**src/sv/sks_pkg.sv**
```systemverilog
// Shared types and constants for the sorted key set.
`default_nettype none
package sks_pkg;

   localparam int KEY_W         = 16;
   localparam int CMD_W         = 2;
   localparam int ENTRY_COUNT_W = 9;

   typedef enum logic [CMD_W-1:0] {
      CMD_MEMBER = 2'd0,
      CMD_INSERT = 2'd1,
      CMD_DELETE = 2'd2
   } cmd_type;

   typedef enum logic [1:0] {
      ST_IDLE,
      ST_SEARCH,
      ST_APPLY
   } state_type;

   typedef struct packed {
      logic             insert_en;
      logic             delete_en;
      logic [KEY_W-1:0] key;
   } cell_ctrl_type;

endpackage
`default_nettype wire

```
**src/sv/sks_or_tree.sv**
```systemverilog
// Registered OR reduction tree, fan-in eight per level.
`default_nettype none
module sks_or_tree
   import sks_pkg::*;
#(
   parameter int WIDTH = 256
) (
   input  wire logic             clock,
   input  wire logic [WIDTH-1:0] bits_in,
   output logic                  any_out
);

   localparam int LEVELS = ($clog2(WIDTH) + 2) / 3;
   localparam int PAD    = 1 << (3 * LEVELS);

   logic [LEVELS:0][PAD-1:0] tree_ff;

   always_ff @(posedge clock) begin
      tree_ff[0] <= PAD'(bits_in);
      for (int l = 1; l <= LEVELS; l++) begin
         for (int n = 0; n < PAD; n++) begin
            if (n < PAD / 8) begin
               tree_ff[l][n] <= |tree_ff[l-1][n*8 +: 8];
            end else begin
               tree_ff[l][n] <= 1'b0;
            end
         end
      end
   end

   assign any_out = tree_ff[LEVELS][0];

endmodule
`default_nettype wire

```
**config.mk**
```make
export PLATFORM = sky130hd
export DESIGN_NAME = sks_or_tree
export DESIGN_NICKNAME = d
export VERILOG_FILES = /design/src/sv/sks_pkg.sv /design/src/sv/sks_or_tree.sv
export SDC_FILE = /design/constraint.sdc
export NUM_CORES = 1
export LEC_CHECK = 0
export ABC_AREA = 1
export BUFFER_PORTS_ARGS = -buffer_cell sky130_fd_sc_hd__buf_4
export CAP_MARGIN = 15
export CELL_PAD_IN_SITES_DETAIL_PLACEMENT = 1
export CELL_PAD_IN_SITES_GLOBAL_PLACEMENT = 2
export CORE_MARGIN = 2
export CORE_UTILIZATION = 26
export CTS_CLUSTER_SIZE = 8
export DETAILED_ROUTE_END_ITERATION = 10
export PLACE_DENSITY = 0.76
export SETUP_SLACK_MARGIN = 0.1
export SLEW_MARGIN = 20
export SYNTH_ARGS = -nofsm -noshare
export SYNTH_HDL_FRONTEND = slang
export SYNTH_SLANG_ARGS = --single-unit
export TNS_END_PERCENT = 50
```
**constraint.sdc**
```tcl
create_clock -name clock -period 0.8 [get_ports clock]
set_clock_uncertainty 0.1 [all_clocks]
set_input_delay 0.24 -clock clock [delete_from_list [all_inputs] [get_ports clock]]
set_output_delay 0.24 -clock clock [all_outputs]
set_load 0.005 [all_outputs]
```
======== Yosys cells after proc, flatten, opt, wreduce, memory -nomap -nowiden ========
Index checks and enable logic that the tools add are counted.
storage, ports and cells
  input port bits ......................... 257
  register bits after elaboration ......... 293
  output and inout bits ................... 1
operators by class
  reduce and logical (&&, ||, !) cells .... 37
operator list
  cell                count
  OR reduction 8 bit  36
  OR reduction 4 bit  1

======== Longest topological paths before layout ========
  word-level depth ........................ 1
  mapped depth ............................ 4
  mapped depth without buffers ............ 4

======== Worst setup path after synthesis ========
Ideal clock, no wire load.
  path type ............................... flip-flop to flip-flop
  start point ............................. register tree_ff[512] (netlist bit)
  end point ............................... register tree_ff[1024] (netlist bit)
  library setup time ...................... 0.114 ns
  arrival time ............................ 0.483 ns
  slack ................................... 0.102 ns
  cell stages (with the launch flop) ...... 5
  path through ............................ dfxtp_1 -> inv_1 -> nand2_1 -> nor2_1 -> nand2_1
on the way
  longest elaborated chain between the ends .. 1
RTL lines
  item                              RTL line           text
  start: declaration                sks_or_tree.sv:16  logic [LEVELS:0][PAD-1:0] tree_ff;
  start signal: indexed assignment  sks_or_tree.sv:23  tree_ff[l][n] <= |tree_ff[l-1][n*8 +: 8];
  OR reduction 8 bit                sks_or_tree.sv:23
Every way passes these cells.

======== Final worst setup path ========
  start point ............................. register tree_ff, in the netlist any_out
  end point ............................... output port any_out
RTL lines
  item              RTL line           text
  end: declaration  sks_or_tree.sv:10  output logic any_out
No word-level cell between the ends.

==> metrics.md <==
| Metric | Value |
|---|---|
| Cell family with most CP delay | `flip-flops` |
| Top cell type by total area after synthesis | `dfxtp_1` |
| Worst Hold Path EP | `tree_ff[5]` |
| Core area | `about 30,000 µm²` |
| MaxCap Viol Count | `0` |
| Fmax | `~790 MHz` |
| First-pass GRT wire length | `between 30 and 40 mm` |
| R2r setup slk | `-0.05 ns` |
| Asr flop ratio synth | `0` |
| Gate Count Post-Synth | `around 840` |
| Worst Tran Pin Value | `around 0.13 ns` |
| Unrepaired setup endpoints after global routing | `yes` |
| Die ar. | `between 30,000 and 40,000 µm²` |
| Vias in the first global route | `~7,800` |
| CP required | `0.46 ns` |
| Grt ovf | `0` |
| CTS H-Tree Depth | `2` |
| R2r endpoint | `tree_ff[535]` |
| Initial antenna violation count | `5` |
| Antenna Nets Post-Route | `0` |
| Final Hold Violating Endpoints | `0` |
| Width of the die | `between 150 and 200 µm` |
| Min-delay worst type | `primary input to flop` |
| Num CTS Buffers | `42` |
| Post-CTS setup buffer count | `0` |
| Multi-input logic area | `around 1100 µm²` |
| I/O Buffers | `257` |
| FF+latch count, synth | `~290` |
| Clock Root Buffer | `clkbuf_16` |
| Largest net degree at the start of global routing | `11` |
| Final setup vio count | `12` |
| Synth Flop Type | `dfxtp_1` |
| Pwr Density | `about 2400 nW/µm²` |
| Routability cong. | `approximately 0.72` |
| Warnings, synthesis | `0` |
| Worst Path Buf+Inv | `1` |
| Slew Limit Headroom | `0.912` |
| Drt total wl | `roughly 25 mm` |
| Row cnt | `63` |
| Syn_area_per_cell | `between 9 and 10 µm²` |
| Synthesized cell area | `around 7900 µm²` |
| Drt first pass iters | `4` |
| Initial Util | `0.265` |
| Final Cycle Share | `1.57` |
| FF-to-FF Start | `tree_ff[191]` |
| Post-placement cell count | `approximately 1,500` |
| Failing checks | `negative setup slack` |
| First DRT Iteration DRCs | `~110` |
| Path depth of the worst reg2reg path | `4` |
| Fin. max-slew vios | `0` |
| CP endpoint kind | `output port` |
| IO Pins | `258` |
| Startpoint Class | `flop` |
| CTS tree | `done` |
| Leakage | `7.35 nW` |
| Area grow syn2layout | `79.9%` |
| Post-synth EDFFs | `0` |
| Via density per instance | `roughly 3.7` |
| Sequential share of the synthesized area | `0.742` |
| Max stage delay on crit path | `between 0.3 and 0.4 ns` |
| Hold path cells | `2` |
| Area share of the largest cell type after synthesis | `0.742` |
| Worst-path clk slew | `0.05 ns` |
| Drc violations | `0` |
| Total power | `between 0.03 and 0.04 W` |
| WHS | `approximately 0.27 ns` |
| Largest cells by area after synthesis | `dfxtp_1 74%, inv_1 14%, nand2_1 8.6%, nor2_1 3.5%` |
| CP Cell Sequence | `buf_6` |
| Clk Latency, worst-skew pair | `~0.5 ns` |
| Total track usage | `0.159` |
| Final worst slack | `-0.459 ns` |
| FF+latch area | `5910 µm²` |
| Layout cells sized above 1 | `0.312` |
| Post-synthesis cell type count | `4` |
| Final core utilization | `0.477` |
| CTS Sinks | `around 290` |
| Die span in y | `roughly 180 µm` |
| Most frequent cells after synthesis | `293 x dfxtp_1, 288 x inv_1, 181 x nand2_1, 74 x nor2_1` |
| Top-count cell post-synth | `dfxtp_1` |
| Classification of the worst setup path | `flop to output port` |
| Crit Path Max Fanout | `1` |
| FILL cells | `~3,300` |
| WL/cell | `between 10 and 15 µm` |
| CP max stage cell | `dfxtp_2` |
| Final non-filler cell total | `around 1,800` |
| Mapped Nets | `approximately 1,100` |
| Hpwl dp | `13.4 mm` |
| Max VDD drop | `between 1000 and 1500 µV` |
| Routed via count | `6,609` |
| Hold_sp | `bits_in[5]` |
| Max clock buf depth | `3` |
| Min Tclk post-route | `about 1.3 ns` |
| Critical Path AT | `0.92 ns` |
| Fin nets | `roughly 1,700` |
| Status | `complete, but fails checks` |
[cell type report]
type                       count  area share
sequential                   293       0.415
tap                          390      0.0343
clock buffer                  46      0.0765
multi-input combinational    255      0.0798
antenna                        7     0.00123
clock inverter                 1    0.000616
inverter                     288      0.0760
timing repair buffer         513       0.316
[sequential cells by signal, indices dropped and copies added (netlist names)]
signal   cells
tree_ff    292
any_out      1
[cells by family after synthesis]
kind of cell / Yosys count / share of synthesized area
buffers and inverters: 288 / 0.137
DFF: 293 / 0.742
and+or+nand+nor: 255 / 0.121
[how the worst max path moves through the flow]
stage,to,slack (ns),cells past startpoint,start
after floorplan,tree_ff[1024],0.10,4,tree_ff[512]
after global placement,tree_ff[1024],-0.14,4,tree_ff[512]
after detailed placement,tree_ff[1026],-0.16,4,tree_ff[529]
after CTS,any_out,-0.49,1,any_out
after global routing,any_out,-0.50,1,any_out
final,any_out,-0.46,1,any_out
[routing by layer]
layer	global-route usage	routed length [µm]	vias to the layer above
met5	0	0	-
met4	0.0674	825	0
met3	0.0315	1220	61
met2	0.331	14800	186
met1	0.146	8590	3008
li1	-	-	3354
[layout by cell type, fill, tap and decap left out]
cell type,synthesis,final
buf_4,0,256
inv_1,288,246
inv_2,0,42
nand2_4,0,1
clkbuf_16,0,43
dfxtp_1,293,260
nor2_1,74,48
nor2_2,0,21
inv_6,0,1
buf_6,0,1
nand2_2,0,32
diode_2,0,7
dfxtp_2,0,33
dlygate4sd3_1,0,256
clkbuf_1,0,3
nand2_1,181,148
nor2_4,0,5
[report_power, final]
group	internal (W)	switching [W]
sequential	0.0153	0.000219
combinational	0.00180	0.000833
clock	0.00943	0.00595
total	0.0266	0.00700
[metrics by stage]
| step | worst slack (ns) | TNS [ns] | instance area, µm² |
|---|---|---|---|
| global placement | -0.144 | -0.443 | 10300 |
| detailed placement | -0.158 | -0.511 | 10300 |
| finish | -0.459 | -0.767 | 14200 |
| global route | -0.496 | -1.94 | 14200 |
| floorplan | 0.102 | 0 | 7900 |
| CTS | -0.485 | -0.656 | 14000 |
[timing repair]
action                                  CTS  global route
endpoints found under the setup margin   38            38
hold buffers                            256             0
resized for setup                        33           108
pin swaps                                92            65
hold endpoints to repair                256             0
No activity file was read; power rests on OpenSTA's default activity.
