## src/sv/sks_pkg.sv

```systemverilog
// Shared types and constants for the sorted key set.
`default_nettype none
package sks_pkg;

   localparam int KEY_W         = 16;
   localparam int CMD_W         = 2;
   localparam int ENTRY_COUNT_W = 9;

   typedef enum logic [CMD_W-1:0] {
      CMD_MEMBER = 2'd0,
      CMD_INSERT = 2'd1,
      CMD_DELETE = 2'd2
   } cmd_type;

   typedef enum logic [1:0] {
      ST_IDLE,
      ST_SEARCH,
      ST_APPLY
   } state_type;

   typedef struct packed {
      logic             insert_en;
      logic             delete_en;
      logic [KEY_W-1:0] key;
   } cell_ctrl_type;

endpackage
`default_nettype wire

```

## src/sv/sks_cell.sv

```systemverilog
// One slot of the sorted chain: holds a key, compares it, shifts to a neighbor.
`default_nettype none
module sks_cell
   import sks_pkg::*;
#(
   parameter int IDX = 0,
   parameter int CW  = 9
) (
   input  wire logic                clock,
   input  wire cell_ctrl_type       ctrl,
   input  wire logic [CW-1:0]       count,
   input  wire logic                left_lt,
   input  wire logic [KEY_W-1:0]    left_key,
   input  wire logic [KEY_W-1:0]    right_key,
   output logic                     lt,
   output logic                     eq,
   output logic [KEY_W-1:0]         entry
);

   logic [KEY_W-1:0] entry_ff;
   logic [KEY_W-1:0] entry_in;
   logic             occupied;

   assign occupied = (count > CW'(IDX));
   assign lt       = occupied && (entry_ff < ctrl.key);
   assign eq       = occupied && (entry_ff == ctrl.key);
   assign entry    = entry_ff;

   always_comb begin
      entry_in = entry_ff;
      if (ctrl.insert_en && !lt) begin
         entry_in = left_lt ? ctrl.key : left_key;
      end else if (ctrl.delete_en && !lt) begin
         entry_in = right_key;
      end
   end

   always_ff @(posedge clock) begin
      entry_ff <= entry_in;
   end

endmodule
`default_nettype wire

```

## config.mk

```make
export PLATFORM = sky130hd
export DESIGN_NAME = sks_cell
export DESIGN_NICKNAME = d
export VERILOG_FILES = /design/src/sv/sks_pkg.sv /design/src/sv/sks_cell.sv
export SDC_FILE = /design/constraint.sdc
export NUM_CORES = 1
export LEC_CHECK = 0
export BUFFER_PORTS_ARGS = -buffer_cell sky130_fd_sc_hd__buf_4
export CORE_ASPECT_RATIO = 0.5
export CORE_UTILIZATION = 38
export DETAILED_ROUTE_END_ITERATION = 7
export PLACE_DENSITY = 0.82
export SLEW_MARGIN = 10
export SYNTH_ARGS = -nofsm -noshare
export SYNTH_HDL_FRONTEND = slang
export SYNTH_SLANG_ARGS = --single-unit
```

## constraint.sdc

```tcl
create_clock -name clock -period 6.4 [get_ports clock]
set_input_delay 1.28 -clock clock [delete_from_list [all_inputs] [get_ports clock]]
set_output_delay 1.28 -clock clock [all_outputs]
set_load 0.02 [all_outputs]
```

After elaboration in Yosys (flattened, before gate mapping)
Cells that the tools add are included.
{"block": "classes", "add_sub_neg": 0, "mul": 0, "div": 0, "order_cmp": 2, "n_eq_ne": 1, "shifts": 0, "muxes": 3, "bitwise": 0, "n_reduce_logical": 6}
{"cell": "16-bit 2-to-1 mux", "n": 3}
{"cell": "16-bit == test", "n": 1}
{"cell": "16-bit less-than comparator", "n": 1}
{"cell": "9-bit by 1-bit > comparator with 1-bit output (second input constant)", "n": 1}
{"cell": "1-bit logical AND", "n": 4}
{"cell": "2-bit nonzero test", "n": 1}
{"cell": "1-bit logical NOT", "n": 1}
{"block": "totals", "reg_bits": 16, "latchBits": 0, "ram_bits": 0, "rom_bits": 0, "input_bits": 61, "out_inout_bits": 18, "wordCells": 13, "mem_count": 0}

Logic depth before layout (Yosys ltp)
{"block": "depth", "ltp_word": 6, "depth_mapped": 8, "depth_no_buf": 7}

Worst setup path before layout
No wires, ideal clock.
{"block": "synth_timing", "path_type": "input-to-output", "start": "input port ctrl[13] (netlist bit)", "end": "output port lt", "arrival_time_ns": 2.667, "required_time_ns": 5.120, "slack_ns": 2.453, "path_stages": 6, "n_path_buf": 0, "path_cell_list": "inv_1 > ha_1 > a211oi_1 > nor2_1 > a2111oi_2 > and3_1"}
{"block": "synth_between", "elab_chain_len": 2}
{"element": "from (decl)", "line_no": "sks_cell.sv:10", "source": "input wire cell_ctrl_type ctrl,"}
{"element": "16-bit less-than comparator", "line_no": "sks_cell.sv:25", "source": "assign lt = occupied && (entry_ff < ctrl.key);"}
{"element": "1-bit logical AND", "line_no": "sks_cell.sv:25"}
{"element": "to (decl)", "line_no": "sks_cell.sv:15", "source": "output logic lt,"}
Every way passes these cells.

Worst setup path in the final report
Ends and elaborated chain as after synthesis.

==> summary.md <==
| Metric | Value |
|---|---|
| Status | complete, no violations |
| Endpoints failing setup | 0 |
| Cell Count, Final, Fillers Out | 243 |
| Setup Buffers After CTS | 0 |
| Final min period | 4191 ps |
| Largest net degree at the start of global routing | 17 |
| H-tree depth | 1 |
| Worst R2R Path Depth | 7 |
| Number of flip-flops under the largest register name | 16 |
| Slew @ Worst Pin | 708.9 ps |
| Register share of total power | 0.386 |
| Via density per instance | 4.765 |
| RSZ-0062 raised after global routing | false |
| Drt drc | 0 |
| DP Cell Count | 239 |
| Yosys cell types | 25 |
| Reg2Reg Setup Slack | 3440 ps |
| Worst flop-to-flop path startpoint | entry[13]$_DFFE_PP_ |
| Layout cells sized above 1 | 0.5590 |
| Mean Syn Cell Area | 11.66 um2 |
| RR Endpoint | entry[12]$_DFFE_PP_ |
| Vias in the first global route | 1241 |
| Kind of critical path | in -> out |
| Routed len/inst | 13.25 um |
| DP HPWL | 2718 um |
| Initial core utilization | 0.4230 |
| Startpoint Class | input pin |
| Worst Setup Slack, final | 2209 ps |
| Die height | 44.01 um |
| GPL Wtd Cong | 0.8036 |
| FF/Latch Area | 480.5 um2 |
| Setup Skew | 0.9830 ps |
| Most common cell in the netlist | mux2_2 |
| Syn Inst Count | 115 |
| Clk network pwr share | 0.212 |
| Antenna diodes | 0 |
| Register area share after synthesis | 0.3582 |
| Syn Nets | 192 |
| Yosys reg bits | 16 |
| Port-buffer cells | 78 |
| Chip width | 86.02 um |
| Clock Path Buffers | 2 |
| Multi-input logic area | 778.2 um2 |
| Routed wire length | 3220 um |
| Synth area leaders | edfxtp_1, mux2_2, ha_1, mux2_1, inv_1 |
| Leak Pwr | 0.9441 nW |
| Max Fclk | 238.6 MHz |
| Post-Place Setup Slack | 2226 ps |
| Initial antenna violation count | 0 |
| All-Layer GR Usage | 0.1866 |
| Total of max-cap violations | 0 |
| Num CTS Buffers | 3 |
| Ports | 79 |
| Nets | 273 |
| Final hold vios | 0 |
| Clk sink count | 16 |
| Layout area overhead | 50.65% |
| Slew HR | 0.5257 |
| First-pass GRT wire length | 5306 um |
| Sw frac | 0.3094 |
| Hold_sp | right_key[9] |
| Yosys warning count | 0 |
| Cell taking the most area after synthesis | edfxtp_1 |
| Peak VDD IR | 0.00009304 V |
| Ys flop type | edfxtp_1 |
| CTS tree | yes |
| WHS Endpoint | entry[9]$_DFFE_PP_ |
| Die area | 3786 um2 |
| Total negative setup slack | 0 ps |
| DR pass1 iterations | 4 |
| Worst-skew pair later-pin latency | 250 ps |
| Hold path depth | 2 |
| Async S/R FF share, synth | 0 |
| Logic gate share of total power | 0.403 |
| Yosys top cell area share | 0.3582 |
| PwrDens | 183.9 nW/um2 |
| Final period util | 0.6548 |
| Mapped Area | 1341 um2 |
| NetSw | 0.1150 mW |
| Worst Setup End Kind | output port |
| Internal power | 0.2566 mW |
| Commonest cells post-synth | mux2_2, inv_1, edfxtp_1, ha_1, mux2_1 |
| CTS root buf | clkbuf_8 |
| Total grt overflow | 0 |
| Rows | 14 |
| Antenna Violating Nets Remaining | 0 |
| FILL cells | 258 |
| Clock transition at path regs | 60 ps |
| Slew Limit Fails | 0 |
| Worst hold-check path type | in -> reg |
| CP max FO | 3 |
| WP data required | 5120 ps |
| Post-CTS sizing | 0 |
| Number of flops mapped to enable cells by yosys | 16 |
| Drt first-iter violations | 9 |
| Core ar. | 3171 um2 |
| Routed vias | 1158 |
| WP data arrival | 2910 ps |
| Hold Buf Count CTS | 0 |
==> through the flow <==
step	utilization	power (mW)	area, um2	hold WS, ps
CTS	0.6373	0.3778	2021	1298
finish	0.6373	0.3716	2021	1306
floorplan	-	0.2288	1341	1241
global route	0.6373	0.3972	2021	1300
global placement	0.6231	0.2909	1976	1395
detailed placement	0.6231	0.2966	1976	1420
==> worst max path at each step <==
stage                     startpoint  endpoint  depth (start not counted)
after floorplan             ctrl[13]        lt                          6
after global placement      ctrl[13]        lt                          8
after detailed placement    ctrl[13]        lt                          8
after CTS                   ctrl[13]        lt                          8
after global routing        ctrl[13]        lt                          8
final                       ctrl[13]        lt                          8
==> cell usage in the layout (no fill, tap or decap) <==
cell type and n:
clkbuf_8 3, nand2b_1 1, nor4_4 1, or3_1 1, a31oi_4 1, nand2_1 3, or4_4 1, nor2_1 4
mux2_2 22, o21ai_0 3, nor4_1 1, nor3b_1 1, edfxtp_1 16, mux2_1 10, ha_1 16, buf_4 79
and3_1 1, nor2b_1 1, inv_1 17, nand4_1 3, a21oi_1 5, clkinv_1 1, o211ai_1 1, a21bo_2 1
a211oi_1 1, a2111oi_2 1
==> metal layers <==
layer / track usage / share of wire
met1: 0.2098 / 0.43
met4: 0.04333 / 0.0068
met5: 0 / 0
met2: 0.3619 / 0.51
met3: 0.05037 / 0.052
==> power by group through the flow <==
stage | Combinational (mW) | Clock [mW] | Sequential, mW
2_1_floorplan | 0.0668 | 0 | 0.162
3_3_place_gp | 0.146 | 0 | 0.145
3_5_place_dp | 0.151 | 0 | 0.146
4_1_cts | 0.151 | 0.0830 | 0.143
5_1_grt | 0.164 | 0.0882 | 0.145
6_report | 0.150 | 0.0787 | 0.143
==> area by class of cell <==
cell class / count / area share
Clock buffer: 3 / 0.02043
Clock inverter: 1 / 0.001858
Inverter: 17 / 0.03158
Multi-Input combinational cell: 79 / 0.3851
Sequential cell: 16 / 0.2378
Tap cell: 48 / 0.02972
Timing Repair Buffer: 79 / 0.2935
==> logic make-up (layout without fill, tap and decap cells) <==
logic type | Yosys count | after routing | synth area share
buf+inv | 20 | 100 | 0.06157
compound gates | 13 | 13 | 0.07555
fa+ha+maj | 16 | 16 | 0.1493
mux | 32 | 32 | 0.2687
flops | 16 | 16 | 0.3582
simple gates | 18 | 18 | 0.08677
==> worst max-delay path: stages <==
cell     delay [ps]
buf_4            80
inv_1            30
ha_1            290
nand4_1         160
nor4_1          420
a21bo_2         300
and3_1          180
buf_4           160
No activity file was read; power rests on OpenSTA's default activity.
